**src/sv/lpvh_pkg.sv**
```systemverilog
// Shared types and constants of the leaf-peeling vertex height unit.
// Depends on nothing; every other file of the block refers to it by scoped names.
package lpvh_pkg;

    // Capacity of the vertex and edge stores.
    localparam int MAX_VERTICES = 32;
    localparam int MAX_EDGES    = 32;

    // Field widths fixed by the item format.
    localparam int VID_W  = 5;
    localparam int HGT_W  = 6;
    localparam int CFG_W  = 6;
    localparam int DEG_W  = 7;

    // Derived widths of counters and indexes.
    localparam int EID_W  = $clog2(MAX_EDGES);
    localparam int ECNT_W = $clog2(MAX_EDGES + 1);
    localparam int VCNT_W = $clog2(MAX_VERTICES + 1);

    // Input command codes carried in tuser.
    localparam logic CMD_LOAD   = 1'b0;
    localparam logic CMD_FINISH = 1'b1;

    // Result kinds carried in tuser.
    localparam logic KIND_VERTEX = 1'b0;
    localparam logic KIND_EDGE   = 1'b1;

    // Configuration register indexes.
    localparam logic REG_VERTEX_COUNT = 1'b0;
    localparam logic REG_EXT_LIMIT    = 1'b1;

    // Reset value of the exterior height limit.
    localparam logic [CFG_W-1:0] EXT_LIMIT_RESET = CFG_W'(2);

    // Height shown for a vertex that was never peeled.
    localparam logic [HGT_W-1:0] HEIGHT_NONE = {HGT_W{1'b1}};

    // Depth of the command queue between front and back.
    localparam int QUEUE_DEPTH = 2;
    localparam int QPTR_W      = $clog2(QUEUE_DEPTH);
    localparam int QCNT_W      = $clog2(QUEUE_DEPTH + 1);

    // Classified command handed from the front to the back.
    typedef struct packed {
        logic             finish;
        logic [VID_W-1:0] end_a;
        logic [VID_W-1:0] end_b;
    } t_cmd;

    // One stored edge.
    typedef struct packed {
        logic [VID_W-1:0] end_a;
        logic [VID_W-1:0] end_b;
    } t_edge;

    // One result item.
    typedef struct packed {
        logic             kind;
        logic [VID_W-1:0] item_index;
        logic [HGT_W-1:0] height;
        logic             exterior;
        logic             last;
    } t_result;

endpackage

```
**src/sv/lpvh_front.sv**
```systemverilog
// Front end: accepts input items, classifies them and queues them for the back end.
// Depends on lpvh_pkg.
module lpvh_front (
    input  logic                i_clk,
    input  logic                i_rst_n,
    input  logic                s_axis_tvalid,
    output logic                s_axis_tready,
    input  logic [15:0]         s_axis_tdata,  // [4:0] end_a, [9:5] end_b, rest zero
    input  logic                s_axis_tuser,  // [0] cmd
    output logic                o_cmd_valid,
    input  logic                i_cmd_ready,
    output lpvh_pkg::t_cmd      o_cmd
);

    lpvh_pkg::t_cmd                  r_q [lpvh_pkg::QUEUE_DEPTH];
    logic [lpvh_pkg::QPTR_W-1:0]     r_wr;
    logic [lpvh_pkg::QPTR_W-1:0]     r_rd;
    logic [lpvh_pkg::QCNT_W-1:0]     r_count;
    lpvh_pkg::t_cmd                  w_cmd;
    logic                            w_push;
    logic                            w_pop;

    // Classify the incoming item.
    always_comb begin
        w_cmd.finish = (s_axis_tuser == lpvh_pkg::CMD_FINISH);
        w_cmd.end_a  = s_axis_tdata[lpvh_pkg::VID_W-1:0];
        w_cmd.end_b  = s_axis_tdata[2*lpvh_pkg::VID_W-1:lpvh_pkg::VID_W];
    end

    assign s_axis_tready = (r_count != lpvh_pkg::QCNT_W'(lpvh_pkg::QUEUE_DEPTH));
    assign w_push        = s_axis_tvalid && s_axis_tready;
    assign o_cmd_valid   = (r_count != '0);
    assign w_pop         = o_cmd_valid && i_cmd_ready;
    assign o_cmd         = r_q[r_rd];

    // Queue storage.
    always_ff @(posedge i_clk) begin
        if (w_push) begin
            r_q[r_wr] <= w_cmd;
        end
    end

    // Queue pointers and fill count.
    always_ff @(posedge i_clk) begin
        if (!i_rst_n) begin
            r_wr    <= '0;
            r_rd    <= '0;
            r_count <= '0;
        end else begin
            if (w_push) begin
                r_wr <= (r_wr == lpvh_pkg::QPTR_W'(lpvh_pkg::QUEUE_DEPTH - 1)) ?
                        '0 : r_wr + 1'b1;
            end
            if (w_pop) begin
                r_rd <= (r_rd == lpvh_pkg::QPTR_W'(lpvh_pkg::QUEUE_DEPTH - 1)) ?
                        '0 : r_rd + 1'b1;
            end
            r_count <= r_count + lpvh_pkg::QCNT_W'(w_push) - lpvh_pkg::QCNT_W'(w_pop);
        end
    end

endmodule

```
**src/sv/lpvh_back.sv**
```systemverilog
// Back end: stores edges, peels the graph in rounds and emits the results.
// Depends on lpvh_pkg.
module lpvh_back (
    input  logic                              i_clk,
    input  logic                              i_rst_n,
    input  logic                              i_cfg_we,
    input  logic                              i_cfg_index,
    input  logic [lpvh_pkg::CFG_W-1:0]        i_cfg_data,
    input  logic                              i_cmd_valid,
    output logic                              o_cmd_ready,
    input  lpvh_pkg::t_cmd                    i_cmd,
    output logic                              o_res_valid,
    input  logic                              i_res_ready,
    output lpvh_pkg::t_result                 o_res
);

    localparam logic [2:0] S_IDLE  = 3'd0;
    localparam logic [2:0] S_DEG   = 3'd1;
    localparam logic [2:0] S_MARK  = 3'd2;
    localparam logic [2:0] S_LOWER = 3'd3;
    localparam logic [2:0] S_VOUT  = 3'd4;
    localparam logic [2:0] S_EOUT  = 3'd5;

    localparam int NV = lpvh_pkg::MAX_VERTICES;

    logic [2:0]                        r_state;
    lpvh_pkg::t_edge                   r_edge_mem [lpvh_pkg::MAX_EDGES];
    logic [lpvh_pkg::ECNT_W-1:0]       r_edge_total;
    logic [lpvh_pkg::DEG_W-1:0]        r_deg [NV];
    logic [lpvh_pkg::HGT_W-1:0]        r_height [NV];
    logic [NV-1:0]                     r_assigned;
    logic [NV-1:0]                     r_peel;
    logic [lpvh_pkg::HGT_W-1:0]        r_round;
    logic [lpvh_pkg::ECNT_W-1:0]       r_eptr;
    logic [lpvh_pkg::VCNT_W-1:0]       r_vptr;
    logic [lpvh_pkg::CFG_W-1:0]        r_vcount;
    logic [lpvh_pkg::CFG_W-1:0]        r_limit;
    lpvh_pkg::t_result                 r_out;
    logic                              r_out_valid;
    logic                              n_out_valid;

    logic [lpvh_pkg::VCNT_W-1:0]       w_n;
    lpvh_pkg::t_edge                   w_edge;
    logic                              w_in_range;
    logic                              w_edge_done;
    logic [NV-1:0]                     w_peel_now;
    logic [NV-1:0]                     w_ext;
    logic                              w_out_free;
    logic [NV-1:0]                     w_vsel_a;
    logic [NV-1:0]                     w_vsel_b;

    // Effective vertex count, clipped to the store size.
    assign w_n = (r_vcount > lpvh_pkg::CFG_W'(NV)) ?
                 lpvh_pkg::VCNT_W'(NV) : lpvh_pkg::VCNT_W'(r_vcount);

    // Edge under the scan pointer and whether both ends are live vertices.
    assign w_edge      = r_edge_mem[r_eptr[lpvh_pkg::EID_W-1:0]];
    assign w_in_range  = (lpvh_pkg::VCNT_W'(w_edge.end_a) < w_n) &&
                         (lpvh_pkg::VCNT_W'(w_edge.end_b) < w_n);
    assign w_edge_done = (r_eptr == r_edge_total);
    assign w_out_free  = !r_out_valid || i_res_ready;

    // Per-vertex peel candidates, exterior flags and endpoint decode.
    always_comb begin
        for (int v = 0; v < NV; v++) begin
            w_peel_now[v] = (lpvh_pkg::VCNT_W'(v) < w_n) && !r_assigned[v] &&
                            (r_deg[v] <= lpvh_pkg::DEG_W'(1));
            w_ext[v]      = r_assigned[v] &&
                            (lpvh_pkg::CFG_W'(r_height[v]) < r_limit);
            w_vsel_a[v]   = (w_edge.end_a == lpvh_pkg::VID_W'(v));
            w_vsel_b[v]   = (w_edge.end_b == lpvh_pkg::VID_W'(v));
        end
    end

    // Output valid: cleared when taken, set when a new result is loaded.
    always_comb begin
        n_out_valid = r_out_valid && !i_res_ready;
        if (w_out_free && ((r_state == S_VOUT && r_vptr != w_n) ||
                           (r_state == S_EOUT && !w_edge_done))) begin
            n_out_valid = 1'b1;
        end
    end

    assign o_cmd_ready = (r_state == S_IDLE);
    assign o_res_valid = r_out_valid;
    assign o_res       = r_out;

    // Configuration registers.
    always_ff @(posedge i_clk) begin
        if (!i_rst_n) begin
            r_vcount <= '0;
            r_limit  <= lpvh_pkg::EXT_LIMIT_RESET;
        end else if (i_cfg_we) begin
            unique case (i_cfg_index)
                lpvh_pkg::REG_VERTEX_COUNT: r_vcount <= i_cfg_data;
                lpvh_pkg::REG_EXT_LIMIT:    r_limit  <= i_cfg_data;
                default: ;
            endcase
        end
    end

    // Edge store writes.
    always_ff @(posedge i_clk) begin
        if (r_state == S_IDLE && i_cmd_valid && !i_cmd.finish &&
            r_edge_total < lpvh_pkg::ECNT_W'(lpvh_pkg::MAX_EDGES)) begin
            r_edge_mem[r_edge_total[lpvh_pkg::EID_W-1:0]] <= '{end_a: i_cmd.end_a,
                                                              end_b: i_cmd.end_b};
        end
    end

    // Remaining degree: counted up from the edges, lowered by each round's peel.
    always_ff @(posedge i_clk) begin
        for (int v = 0; v < NV; v++) begin
            if (r_state == S_IDLE && i_cmd_valid && i_cmd.finish) begin
                r_deg[v] <= '0;
            end else if (r_state == S_DEG && !w_edge_done && w_in_range) begin
                r_deg[v] <= r_deg[v] + lpvh_pkg::DEG_W'(w_vsel_a[v]) +
                            lpvh_pkg::DEG_W'(w_vsel_b[v]);
            end else if (r_state == S_LOWER && !w_edge_done && w_in_range) begin
                if (r_deg[v] > lpvh_pkg::DEG_W'(w_vsel_b[v] && r_peel[w_edge.end_a]) +
                               lpvh_pkg::DEG_W'(w_vsel_a[v] && r_peel[w_edge.end_b])) begin
                    r_deg[v] <= r_deg[v]
                              - lpvh_pkg::DEG_W'(w_vsel_b[v] && r_peel[w_edge.end_a])
                              - lpvh_pkg::DEG_W'(w_vsel_a[v] && r_peel[w_edge.end_b]);
                end else begin
                    r_deg[v] <= '0;
                end
            end
        end
    end

    // Heights of the vertices peeled in the current round.
    always_ff @(posedge i_clk) begin
        for (int v = 0; v < NV; v++) begin
            if (r_state == S_MARK && w_peel_now[v]) begin
                r_height[v] <= r_round;
            end
        end
    end

    // Output register payload.
    always_ff @(posedge i_clk) begin
        if (w_out_free) begin
            if (r_state == S_VOUT && r_vptr != w_n) begin
                r_out.kind       <= lpvh_pkg::KIND_VERTEX;
                r_out.item_index <= r_vptr[lpvh_pkg::VID_W-1:0];
                r_out.height     <= r_assigned[r_vptr[lpvh_pkg::VID_W-1:0]] ?
                                    r_height[r_vptr[lpvh_pkg::VID_W-1:0]] :
                                    lpvh_pkg::HEIGHT_NONE;
                r_out.exterior   <= w_ext[r_vptr[lpvh_pkg::VID_W-1:0]];
                r_out.last       <= (r_vptr + 1'b1 == w_n) && (r_edge_total == '0);
            end else if (r_state == S_EOUT && !w_edge_done) begin
                r_out.kind       <= lpvh_pkg::KIND_EDGE;
                r_out.item_index <= lpvh_pkg::VID_W'(r_eptr);
                r_out.height     <= '0;
                r_out.exterior   <= !(w_in_range && !w_ext[w_edge.end_a] &&
                                      !w_ext[w_edge.end_b]);
                r_out.last       <= (r_eptr + 1'b1 == r_edge_total);
            end
        end
    end

    // Sequencer for loading, peeling and emitting.
    always_ff @(posedge i_clk) begin
        if (!i_rst_n) begin
            r_state      <= S_IDLE;
            r_edge_total <= '0;
            r_assigned   <= '0;
            r_peel       <= '0;
            r_round      <= '0;
            r_eptr       <= '0;
            r_vptr       <= '0;
            r_out_valid  <= 1'b0;
        end else begin
            r_out_valid <= n_out_valid;
            unique case (r_state)
                S_IDLE: begin
                    if (i_cmd_valid) begin
                        if (i_cmd.finish) begin
                            r_assigned <= '0;
                            r_eptr     <= '0;
                            r_state    <= S_DEG;
                        end else if (r_edge_total <
                                     lpvh_pkg::ECNT_W'(lpvh_pkg::MAX_EDGES)) begin
                            r_edge_total <= r_edge_total + 1'b1;
                        end
                    end
                end
                S_DEG: begin
                    if (w_edge_done) begin
                        r_round <= '0;
                        r_state <= S_MARK;
                    end else begin
                        r_eptr <= r_eptr + 1'b1;
                    end
                end
                S_MARK: begin
                    if (w_peel_now != '0) begin
                        r_assigned <= r_assigned | w_peel_now;
                        r_peel     <= w_peel_now;
                        r_round    <= r_round + 1'b1;
                        r_eptr     <= '0;
                        r_state    <= S_LOWER;
                    end else begin
                        r_vptr  <= '0;
                        r_eptr  <= '0;
                        r_state <= S_VOUT;
                    end
                end
                S_LOWER: begin
                    if (w_edge_done) begin
                        r_state <= S_MARK;
                    end else begin
                        r_eptr <= r_eptr + 1'b1;
                    end
                end
                S_VOUT: begin
                    if (r_vptr == w_n) begin
                        r_state <= S_EOUT;
                    end else if (w_out_free) begin
                        r_vptr <= r_vptr + 1'b1;
                    end
                end
                S_EOUT: begin
                    if (w_edge_done) begin
                        r_edge_total <= '0;
                        r_state      <= S_IDLE;
                    end else if (w_out_free) begin
                        r_eptr <= r_eptr + 1'b1;
                    end
                end
                default: r_state <= S_IDLE;
            endcase
        end
    end

    // A lowering pass always follows a round that peeled something.
    a_lower_has_peel: assert property (@(posedge i_clk) disable iff (!i_rst_n)
        (r_state == S_LOWER) |-> (r_peel != '0))
        else $error("lowering pass without peeled vertices");

    // The edge count never exceeds the store.
    a_total_bound: assert property (@(posedge i_clk) disable iff (!i_rst_n)
        r_edge_total <= lpvh_pkg::ECNT_W'(lpvh_pkg::MAX_EDGES))
        else $error("edge count beyond capacity");

    // Every round peels a vertex, so rounds stay within the vertex count.
    a_round_bound: assert property (@(posedge i_clk) disable iff (!i_rst_n)
        lpvh_pkg::CFG_W'(r_round) <= lpvh_pkg::CFG_W'(NV))
        else $error("peeling round count beyond vertex count");

    // The final result of a run is followed by a return to idle.
    a_last_ends_run: assert property (@(posedge i_clk) disable iff (!i_rst_n)
        (r_state == S_EOUT && w_edge_done) |=> (r_state == S_IDLE && r_edge_total == '0))
        else $error("run did not end cleanly");

endmodule

```
**src/sv/leaf_peeling_vertex_height_unit.sv**
```systemverilog
// Top level of the leaf-peeling vertex height unit.
// Depends on lpvh_pkg, lpvh_front and lpvh_back.
//
// Usage:
// Input items arrive on the s_axis channel. tuser is the command: a load item
// stores the edge in tdata (end_a, end_b); a finish item peels the loaded graph.
// Result items leave on m_axis: tuser is the kind (vertex or edge), tlast marks
// the final result of a run. Each vertex below vertex_count gives one result
// (index, height, exterior), then each stored edge gives one (load order, exterior).
// Configuration is written through i_cfg_we / i_cfg_index / i_cfg_data while idle.
// While idle, the back end takes load items as they come. A finish item
// first counts degrees in one scan of the stored edges, then runs R peel
// rounds (each round scans all E stored edges once), then emits the N + E
// results; it takes no new item until the run is back in idle.
// A two-entry queue lets the front keep accepting items while the back is busy.
// Reset clears the edge count, the peel flags and the command queue; vertex_count
// resets to zero and the exterior limit to two. When the receiver stalls, the
// output register holds its item and the back end waits.
module leaf_peeling_vertex_height_unit (
    input  logic                        i_clk,
    input  logic                        i_rst_n,
    input  logic                        i_cfg_we,
    input  logic                        i_cfg_index,
    input  logic [lpvh_pkg::CFG_W-1:0]  i_cfg_data,
    input  logic                        s_axis_tvalid,
    output logic                        s_axis_tready,
    input  logic [15:0]                 s_axis_tdata,  // [4:0] end_a, [9:5] end_b
    input  logic                        s_axis_tuser,  // [0] cmd
    output logic                        m_axis_tvalid,
    input  logic                        m_axis_tready,
    output logic [15:0]                 m_axis_tdata,  // [4:0] item_index, [10:5] height,
                                                       // [11] exterior
    output logic                        m_axis_tuser,  // [0] kind
    output logic                        m_axis_tlast
);

    lpvh_pkg::t_cmd     w_cmd;
    logic               w_cmd_valid;
    logic               w_cmd_ready;
    lpvh_pkg::t_result  w_res;

    // Front end with the command queue.
    lpvh_front u_front (
        .i_clk         (i_clk),
        .i_rst_n       (i_rst_n),
        .s_axis_tvalid (s_axis_tvalid),
        .s_axis_tready (s_axis_tready),
        .s_axis_tdata  (s_axis_tdata),
        .s_axis_tuser  (s_axis_tuser),
        .o_cmd_valid   (w_cmd_valid),
        .i_cmd_ready   (w_cmd_ready),
        .o_cmd         (w_cmd)
    );

    // Back end that stores, peels and emits.
    lpvh_back u_back (
        .i_clk        (i_clk),
        .i_rst_n      (i_rst_n),
        .i_cfg_we     (i_cfg_we),
        .i_cfg_index  (i_cfg_index),
        .i_cfg_data   (i_cfg_data),
        .i_cmd_valid  (w_cmd_valid),
        .o_cmd_ready  (w_cmd_ready),
        .i_cmd        (w_cmd),
        .o_res_valid  (m_axis_tvalid),
        .i_res_ready  (m_axis_tready),
        .o_res        (w_res)
    );

    // Pack the result fields onto the stream.
    assign m_axis_tdata = {4'b0000, w_res.exterior, w_res.height, w_res.item_index};
    assign m_axis_tuser = w_res.kind;
    assign m_axis_tlast = w_res.last;

endmodule
```
**config.mk**
```make
export PLATFORM = sky130hd
export DESIGN_NAME = leaf_peeling_vertex_height_unit
export DESIGN_NICKNAME = d
export VERILOG_FILES = /design/src/sv/lpvh_pkg.sv /design/src/sv/lpvh_front.sv /design/src/sv/lpvh_back.sv /design/src/sv/leaf_peeling_vertex_height_unit.sv
export SDC_FILE = /design/constraint.sdc
export NUM_CORES = 2
export LEC_CHECK = 0
export BUFFER_PORTS_ARGS = -buffer_cell sky130_fd_sc_hd__buf_2
export CORE_MARGIN = 4
export CORE_UTILIZATION = 50
export DETAILED_ROUTE_END_ITERATION = 10
export GPL_ROUTABILITY_DRIVEN = 0
export HOLD_SLACK_MARGIN = 0.1
export PLACE_DENSITY_LB_ADDON = 0.2
export REMOVE_ABC_BUFFERS = 1
export SLEW_MARGIN = 20
export SYNTH_ARGS = -nofsm -noshare
export SYNTH_HDL_FRONTEND = slang
export SYNTH_HIERARCHICAL = 1
export SYNTH_SLANG_ARGS = --single-unit
```
**constraint.sdc**
```tcl
create_clock -name i_clk -period 5.9 [get_ports i_clk]
set_input_delay 1.18 -clock i_clk [delete_from_list [all_inputs] [get_ports i_clk]]
set_output_delay 1.18 -clock i_clk [all_outputs]
set_load 0.05 [all_outputs]
```
**Yosys cells after proc, flatten, opt, wreduce, memory -nomap -nowiden**

Memories as Yosys holds them, arrays and structs flattened. A register that Yosys moved wholly into a read port is not among the register bits.
Cells that the tools add are included.

- Register bits: 122
- Word-level logic and storage cells: 1326
- RAM bits: 758
- Bits of input ports: 29
- Memories: 4

Memory list:

| name | depth | bits a word | rd ports | clocked after Yosys merged registers in | wr ports | RTL line | RTL |
|---|---|---|---|---|---|---|---|
| u_back.r_edge_mem | 32 | 10 | 1 | 1 | 1 | lpvh_back.sv:27 | `lpvh_pkg::t_edge r_edge_mem [lpvh_pkg::MAX_EDGES];` |
| u_back.r_deg | 32 | 7 | 32 | 0 | 32 | lpvh_back.sv:29 | `logic [lpvh_pkg::DEG_W-1:0] r_deg [NV];` |
| u_back.r_height | 32 | 6 | 33 | 1 | 32 | lpvh_back.sv:30 | `logic [lpvh_pkg::HGT_W-1:0] r_height [NV];` |
| u_front.r_q | 2 | 11 | 1 | 1 | 1 | lpvh_front.sv:15 | `lpvh_pkg::t_cmd r_q [lpvh_pkg::QUEUE_DEPTH];` |

- Mux-type cells: 542
- Reduce and logical (&&, ||, !) cells: 273
- Bitwise operators: 98
- Order comparisons: 135
- Add/sub/neg operators: 168
- Equal/unequal tests: 88

Operators with widths:

| operator | count |
|---|---|
| $mux 7 | 96 |
| $add 7x1->7 | 64 |
| $sub 7x1->7 | 64 |
| $mux 1 | 404 |
| $gt 7x7->1 | 32 |
| $le 7x1->1 const B | 32 |
| $logic_and 1x1->1 | 209 |
| $lt 6x6->1 | 32 |
| $eq 5x5->1 const B | 32 |
| $lt 5x6->1 const A | 16 |
| $mux 32 | 3 |
| $or 1x1->1 | 96 |
| $mux 6 | 15 |
| $eq 5x4->1 const B | 16 |
| $add 1x1->2 | 32 |
| $pmux 32 s2 | 1 |
| $lt 4x6->1 const A | 8 |
| $eq 5x3->1 const B | 8 |
| $logic_not 1->1 | 39 |
| $pmux 6 s2 | 3 |
| $or 32x32->32 | 1 |
| $reduce_bool 32->1 | 1 |
| $bmux 1 s5 | 6 |
| $add 6x1->6 const B | 4 |
| other kinds (38) | 90 |

**Longest topological paths before layout**

- Depth after elaboration: 12
- Mapped depth: 28

**Modules after synthesis**

Netlist, hierarchy kept.

By module, submodules not included:

| module | times used | cells each | area an instance (um2) |
|---|---|---|---|
| lpvh_back | 1 | 4672 | 52163.8 |
| lpvh_front | 1 | 63 | 1052.3 |
| leaf_peeling_vertex_height_unit | 1 | 5 | 33.8 |

**Least setup slack after synthesis**

Ideal clock, no wire load.

- Path kind: reg-to-reg
- Start: register (tool-made name)
- End: memory u_back/r_deg[6][4] (netlist name), data pin
- Arrival time: 4938 ps
- Library setup time: 261 ps
- Period minus slack after synthesis: 5199 ps
- Slack: 701 ps
- Stages on the path, launching flop included: 29
- Cells stage by stage: dfxtp_1 > buf_6 > buf_6 > buf_6 > mux4_2 > mux4_2 > mux2i_4 > buf_6 > buf_6 > nand2_1 > a31oi_1 > a22oi_1 > nand3_2 > nand2_4 > buf_6 > or3_4 > inv_2 > ha_1 > inv_1 > ha_1 > inv_1 > nor2_1 > o22ai_1 > or3b_2 > clkbuf_1 > nand2_1 > nor2_1 > a221oi_1 > nor2_1

RTL lines:

| item | RTL line |
|---|---|
| to (decl) | lpvh_back.sv:29 |

==> reports/results.md <==
| Item | Reported | Unit |
|---|---|---|
| Total Die Area | 111800 | µm² |
| Final count of pins violating max slew | 0 | - |
| Worst slew margin relative to its limit | 22.25 | % |
| Hold path start | u_back/r_limit[3] | - |
| Run status | finished clean | - |
| Fill count | 8890 | - |
| Worst Clk Skew | 0.04351 | ns |
| Ordered cell list for the critical path | buf_12, mux4_2, mux4_2, mux2i_4, buf_12, inv_4, a211oi_1, a31oi_1, a22oi_1, nand3_2, nand2_8, buf_12, or3_4, inv_2, ha_1, inv_1, ha_1, nor2b_1, o21ai_0, nand2_1, or4_1, a21oi_1, a31oi_1, nor2_1 | - |
| Wire per inst | 23.09 | µm |
| Share of synthesized flip-flops with an asynchronous set or reset | 0 | % |
| Met1 global-route usage | 34.42 | % |
| Core Area | 105600 | µm² |
| Max-capacitance violation count | 0 | - |
| Count of unique library cells instantiated by Yosys | 80 | - |
| TritonCTS clock tree | yes | - |
| Area fraction in and, or, nand and nor cells after synthesis | 14.10 | % |
| Part of the power in registers | 42.9 | % |
| Port bufs | 38 | - |
| Synth Instances | 4740 | - |
| Most numerous cell on the critical path | sky130_fd_sc_hd__buf_12 | - |
| Share of synthesized area spent on multiplexers | 9.441 | % |
| Worst hold endpoint | u_back/r_limit[3] | - |
| IR drop worst, VDD | 0.0003195 | V |
| Required arrival time at the worst endpoint | 6.42 | ns |
| Detailed-route wire length | 143200 | µm |
| Grt met3 use | 4.839 | % |
| Pwr per Cell Area | 345.5 | nW/µm² |
| Max H-tree Level | 3 | - |
| Static leakage power | 20.93 | nW |
| Overall global routing resource usage | 25.32 | % |
| Number of synthesized flops with an enable pin | 772 | - |
| Total CTS buffers | 100 | - |
| Yosys synthesis warning count | 6 | - |
| Number of placement rows | 119 | - |
| Data arrival at the endpoint of the critical path | 6.10 | ns |
| Post-synthesis share of cell area spent on xor and xnor gates | 4.063 | % |
| Share of the clock period used by the worst path after layout | 94.46 | % |
| Tot Pwr | 0.02023 | W |
| Main area contributors after synthesis | sky130_fd_sc_hd__edfxtp_1 44%, sky130_fd_sc_hd__ha_1 7.9%, sky130_fd_sc_hd__mux4_2 7.6% | - |
| Number of vias per cell after detailed routing | 6.083 | - |
| Post-detailed-route DRC marker count | 0 | - |
| Transition time at the pin with the least slew margin | 1.162 | ns |
| Fraction of layout instances using a drive strength above 1 | 12.66 | % |
| Initial antenna violation count | 2 | - |
| Peak per-stage delay on the critical path | 0.57 | ns |
| Final setup vio count | 0 | - |
| GR Layer Usage met2 | 40.23 | % |
| R2R cell count | 24 | - |
| Starting density of the core | 50.44 | % |
| Most common library cell in the layout ignoring fill and taps | sky130_fd_sc_hd__edfxtp_1 | - |
| I/O pin total | 49 | - |
| Switching portion of total power | 34.47 | % |
| Post-detail-place hpwl | 100300 | µm |
| Highest-delay cell along the critical path | sky130_fd_sc_hd__mux4_2 | - |
| Crit path time final | 5.573 | ns |
| Buffer cell driving the clock tree root | sky130_fd_sc_hd__clkbuf_16 | - |
| Endpoint kind of the worst setup timing path | register | - |
| Post-synthesis sequential element count | 891 | - |
| FF/Latch Area | 25580 | µm² |
| Area of combinational cells with multiple inputs | 25630 | µm² |
| Die outline width | 334.3 | µm |
| Remaining antenna violation count | 0 | - |
| Largest family of logic cells by synthesized area | simple AND/OR/NAND/NOR gates | - |
| Synth-to-layout area growth | 9.946 | % |
| Endpoint of the worst-slack reg-to-reg timing path | u_back/r_deg[18][5] | - |
| Highest-count cells in the layout ignoring fill and taps | 772 x sky130_fd_sc_hd__edfxtp_1, 404 x sky130_fd_sc_hd__a21oi_1, 375 x sky130_fd_sc_hd__nand2_1 | - |
| Reg clk slew, reported paths | 0.06 | ns |
| Part of the total power dissipated in combinational logic | 26.4 | % |
| Die height | 334.3 | µm |
| Global route hottest layer | met2 | - |
| Nets | 5152 | - |
| Clock share of power | 30.7 | % |
| Maximum fanout along the worst path | 29 | - |
| Hold depth | 2 | - |
| Worst hold-check path type | reg -> reg | - |
| Flop2flop setup slack | 0.33 | ns |
| Total vias in the final route | 37720 | - |
| Crit path kind | reg -> reg | - |
| Vias in the first global route | 36280 | - |
| Mean area per synthesized cell | 11.23 | µm² |
| Final Hold Fails | 0 | - |
| Sequential cell area fraction in the yosys report | 48.01 | % |
| Portion of synthesized cell area occupied by the leading cell type | 43.53 | % |
| Cell Area, Synth | 53250 | µm² |
| Pin count of the biggest net entering global routing | 154 | - |
| Clk buf depth | 3 | - |
| Setup repair after global routing missed its margin | no | - |
| P_sw | 0.006974 | W |
| Max Freq | 179.4 | MHz |
| Int Power | 0.01326 | W |
| Launching element type of the critical path | register | - |
| Adder-cell share of the synthesized area | 10.30 | % |
| Number of detailed-route iterations in the first pass | 9 | - |
| Total placed instance area | 55170 | µm² |
| Detailed Route Iter0 Violations | 3570 | - |
| Post-synth top area cell | sky130_fd_sc_hd__edfxtp_1 | - |
| Top flip-flop cell by instance count after synthesis | sky130_fd_sc_hd__edfxtp_1 | - |
| Total congestion overflow after global routing | 0 | - |
| Clock sink count | 891 | - |
| Area fraction in compound gates after synthesis | 10.01 | % |
| Global-route wire length before repair | 219600 | µm |
| Worst-Skew Late Latency | 0.70 | ns |
| Post-route cell area | 58550 | µm² |
==> cell type report <==
class / instances / area share (%)
multi-input combinational: 3324 / 43.78
inverter: 238 / 1.549
timing repair buffer: 168 / 2.419
clock inverter: 47 / 0.7715
clock buffer: 141 / 4.800
sequential: 891 / 43.70
tap: 1391 / 2.973
antenna: 1 / 0.004274
==> how the worst max path moves through the flow <==
stage / startpoint / end / slack [ns] / cells past startpoint
after floorplan: u_back/r_state[1] / u_back/r_assigned[7] / -7.59 / 6
after global placement: register / u_back/r_deg[4][1] / 0.20 / 21
after detailed placement: register / u_back/r_deg[25][1] / 0.21 / 21
after CTS: register / u_back/r_deg[16][1] / 0.13 / 22
after global routing: register / u_back/r_deg[27][1] / 0.06 / 22
final: register / u_back/r_deg[18][5] / 0.33 / 24
==> power groups by stage <==
stage / Combinational, W / Sequential [W] / Clock [W]
floorplan: 0.00334 / 0.00864 / 0
global placement: 0.00508 / 0.00878 / 0
detailed placement: 0.00517 / 0.00880 / 0
CTS: 0.00520 / 0.00868 / 0.00632
global route: 0.00580 / 0.00879 / 0.00659
finish: 0.00534 / 0.00868 / 0.00621
==> synthesized netlist by cell type (8+ instances only) <==
library cell,count
sky130_fd_sc_hd__nor4b_1,16
sky130_fd_sc_hd__a22oi_1,22
sky130_fd_sc_hd__o21ai_1,19
sky130_fd_sc_hd__xor2_1,144
sky130_fd_sc_hd__nor3_1,111
sky130_fd_sc_hd__o21ai_0,92
sky130_fd_sc_hd__buf_6,12
sky130_fd_sc_hd__o31ai_1,9
sky130_fd_sc_hd__buf_1,22
sky130_fd_sc_hd__a21oi_1,404
sky130_fd_sc_hd__and2_1,43
sky130_fd_sc_hd__a31oi_1,48
sky130_fd_sc_hd__ha_1,336
sky130_fd_sc_hd__o22ai_1,8
sky130_fd_sc_hd__or3_1,62
sky130_fd_sc_hd__a21o_1,69
sky130_fd_sc_hd__nand2_1,376
sky130_fd_sc_hd__mux4_2,180
sky130_fd_sc_hd__nor2b_1,54
sky130_fd_sc_hd__a211oi_1,106
sky130_fd_sc_hd__and3_1,52
sky130_fd_sc_hd__dfxtp_1,119
sky130_fd_sc_hd__nand3_1,199
sky130_fd_sc_hd__or4_1,14
sky130_fd_sc_hd__inv_1,214
sky130_fd_sc_hd__inv_2,22
sky130_fd_sc_hd__or3_4,18
sky130_fd_sc_hd__mux2i_1,63
sky130_fd_sc_hd__mux2_2,22
sky130_fd_sc_hd__o211ai_1,11
sky130_fd_sc_hd__xnor2_1,103
sky130_fd_sc_hd__nand3b_1,24
sky130_fd_sc_hd__clkbuf_1,207
sky130_fd_sc_hd__edfxtp_1,772
sky130_fd_sc_hd__nor4_1,27
sky130_fd_sc_hd__fa_1,64
sky130_fd_sc_hd__nand4_1,29
sky130_fd_sc_hd__nand2b_1,87
sky130_fd_sc_hd__buf_4,13
sky130_fd_sc_hd__buf_2,36
sky130_fd_sc_hd__a311oi_1,11
sky130_fd_sc_hd__o2111ai_1,9
sky130_fd_sc_hd__nor2_1,380
sky130_fd_sc_hd__or2_2,16
==> sequential cells by signal, summed over array words and instances, names as in the netlist, 14 cells and up, named ones only <==
name,flops
u_back/r_assigned,32
u_back/r_deg,224
u_front/r_q,22
u_back/r_edge_mem,320
u_back/o_res,14
u_back/r_height,192
u_back/r_peel,32
==> per-stage QoR <==
| step | setup slack [ns] | hold WS (ns) | util (%) | TNS, ns | cells |
|---|---|---|---|---|---|
| 5_1_grt | 0.05702 | 0.4897 | 55.46 | 0 | 6200 |
| 4_1_cts | 0.1276 | 0.4666 | 55.35 | 0 | 6195 |
| 3_3_place_gp | 0.1952 | 0.4556 | 52.26 | 0 | 6007 |
| 2_1_floorplan | -7.590 | 0.4363 | - | -4913.92 | 4453 |
| 3_5_place_dp | 0.2105 | 0.4556 | 52.26 | 0 | 6007 |
| 6_report | 0.3268 | 0.4626 | 55.46 | 0 | 6201 |
==> what timing repair did <==
item,in CTS,in global routing
resized for setup,0,8
hold buffers,0,0
setup buffers,0,3
setup endpoints to repair,0,17
==> metal layers <==
metal | routed length, µm | part of all wire [%]
met4 | 6399 | 4.5
met3 | 11030 | 7.7
met2 | 65920 | 46
met5 | 0 | 0
met1 | 59850 | 42
==> cells by family (layout without fill, tap and decap cells) <==
| logic type | after synthesis | after routing |
|---|---|---|
| AOI/OAI and AO/OA | 875 | 875 |
| xor gates and xnor gates | 247 | 247 |
| adders and majority gates | 400 | 400 |
| buffers and inverters | 528 | 594 |
| DFF | 891 | 891 |
| muxes | 270 | 270 |
| other | 1 | 5 |
| and+or+nand+nor | 1528 | 1528 |
==> critical path, delay by kind of cell, from the launching register on <==
family | cells | cell delay (ns)
mux | 3 | 1.32
compound gates | 6 | 1.02
simple gates | 7 | 1.35
buf+inv | 6 | 0.86
flops | 1 | 0.40
fa+ha+maj | 2 | 0.41
(Power assumes the default switching activity.)
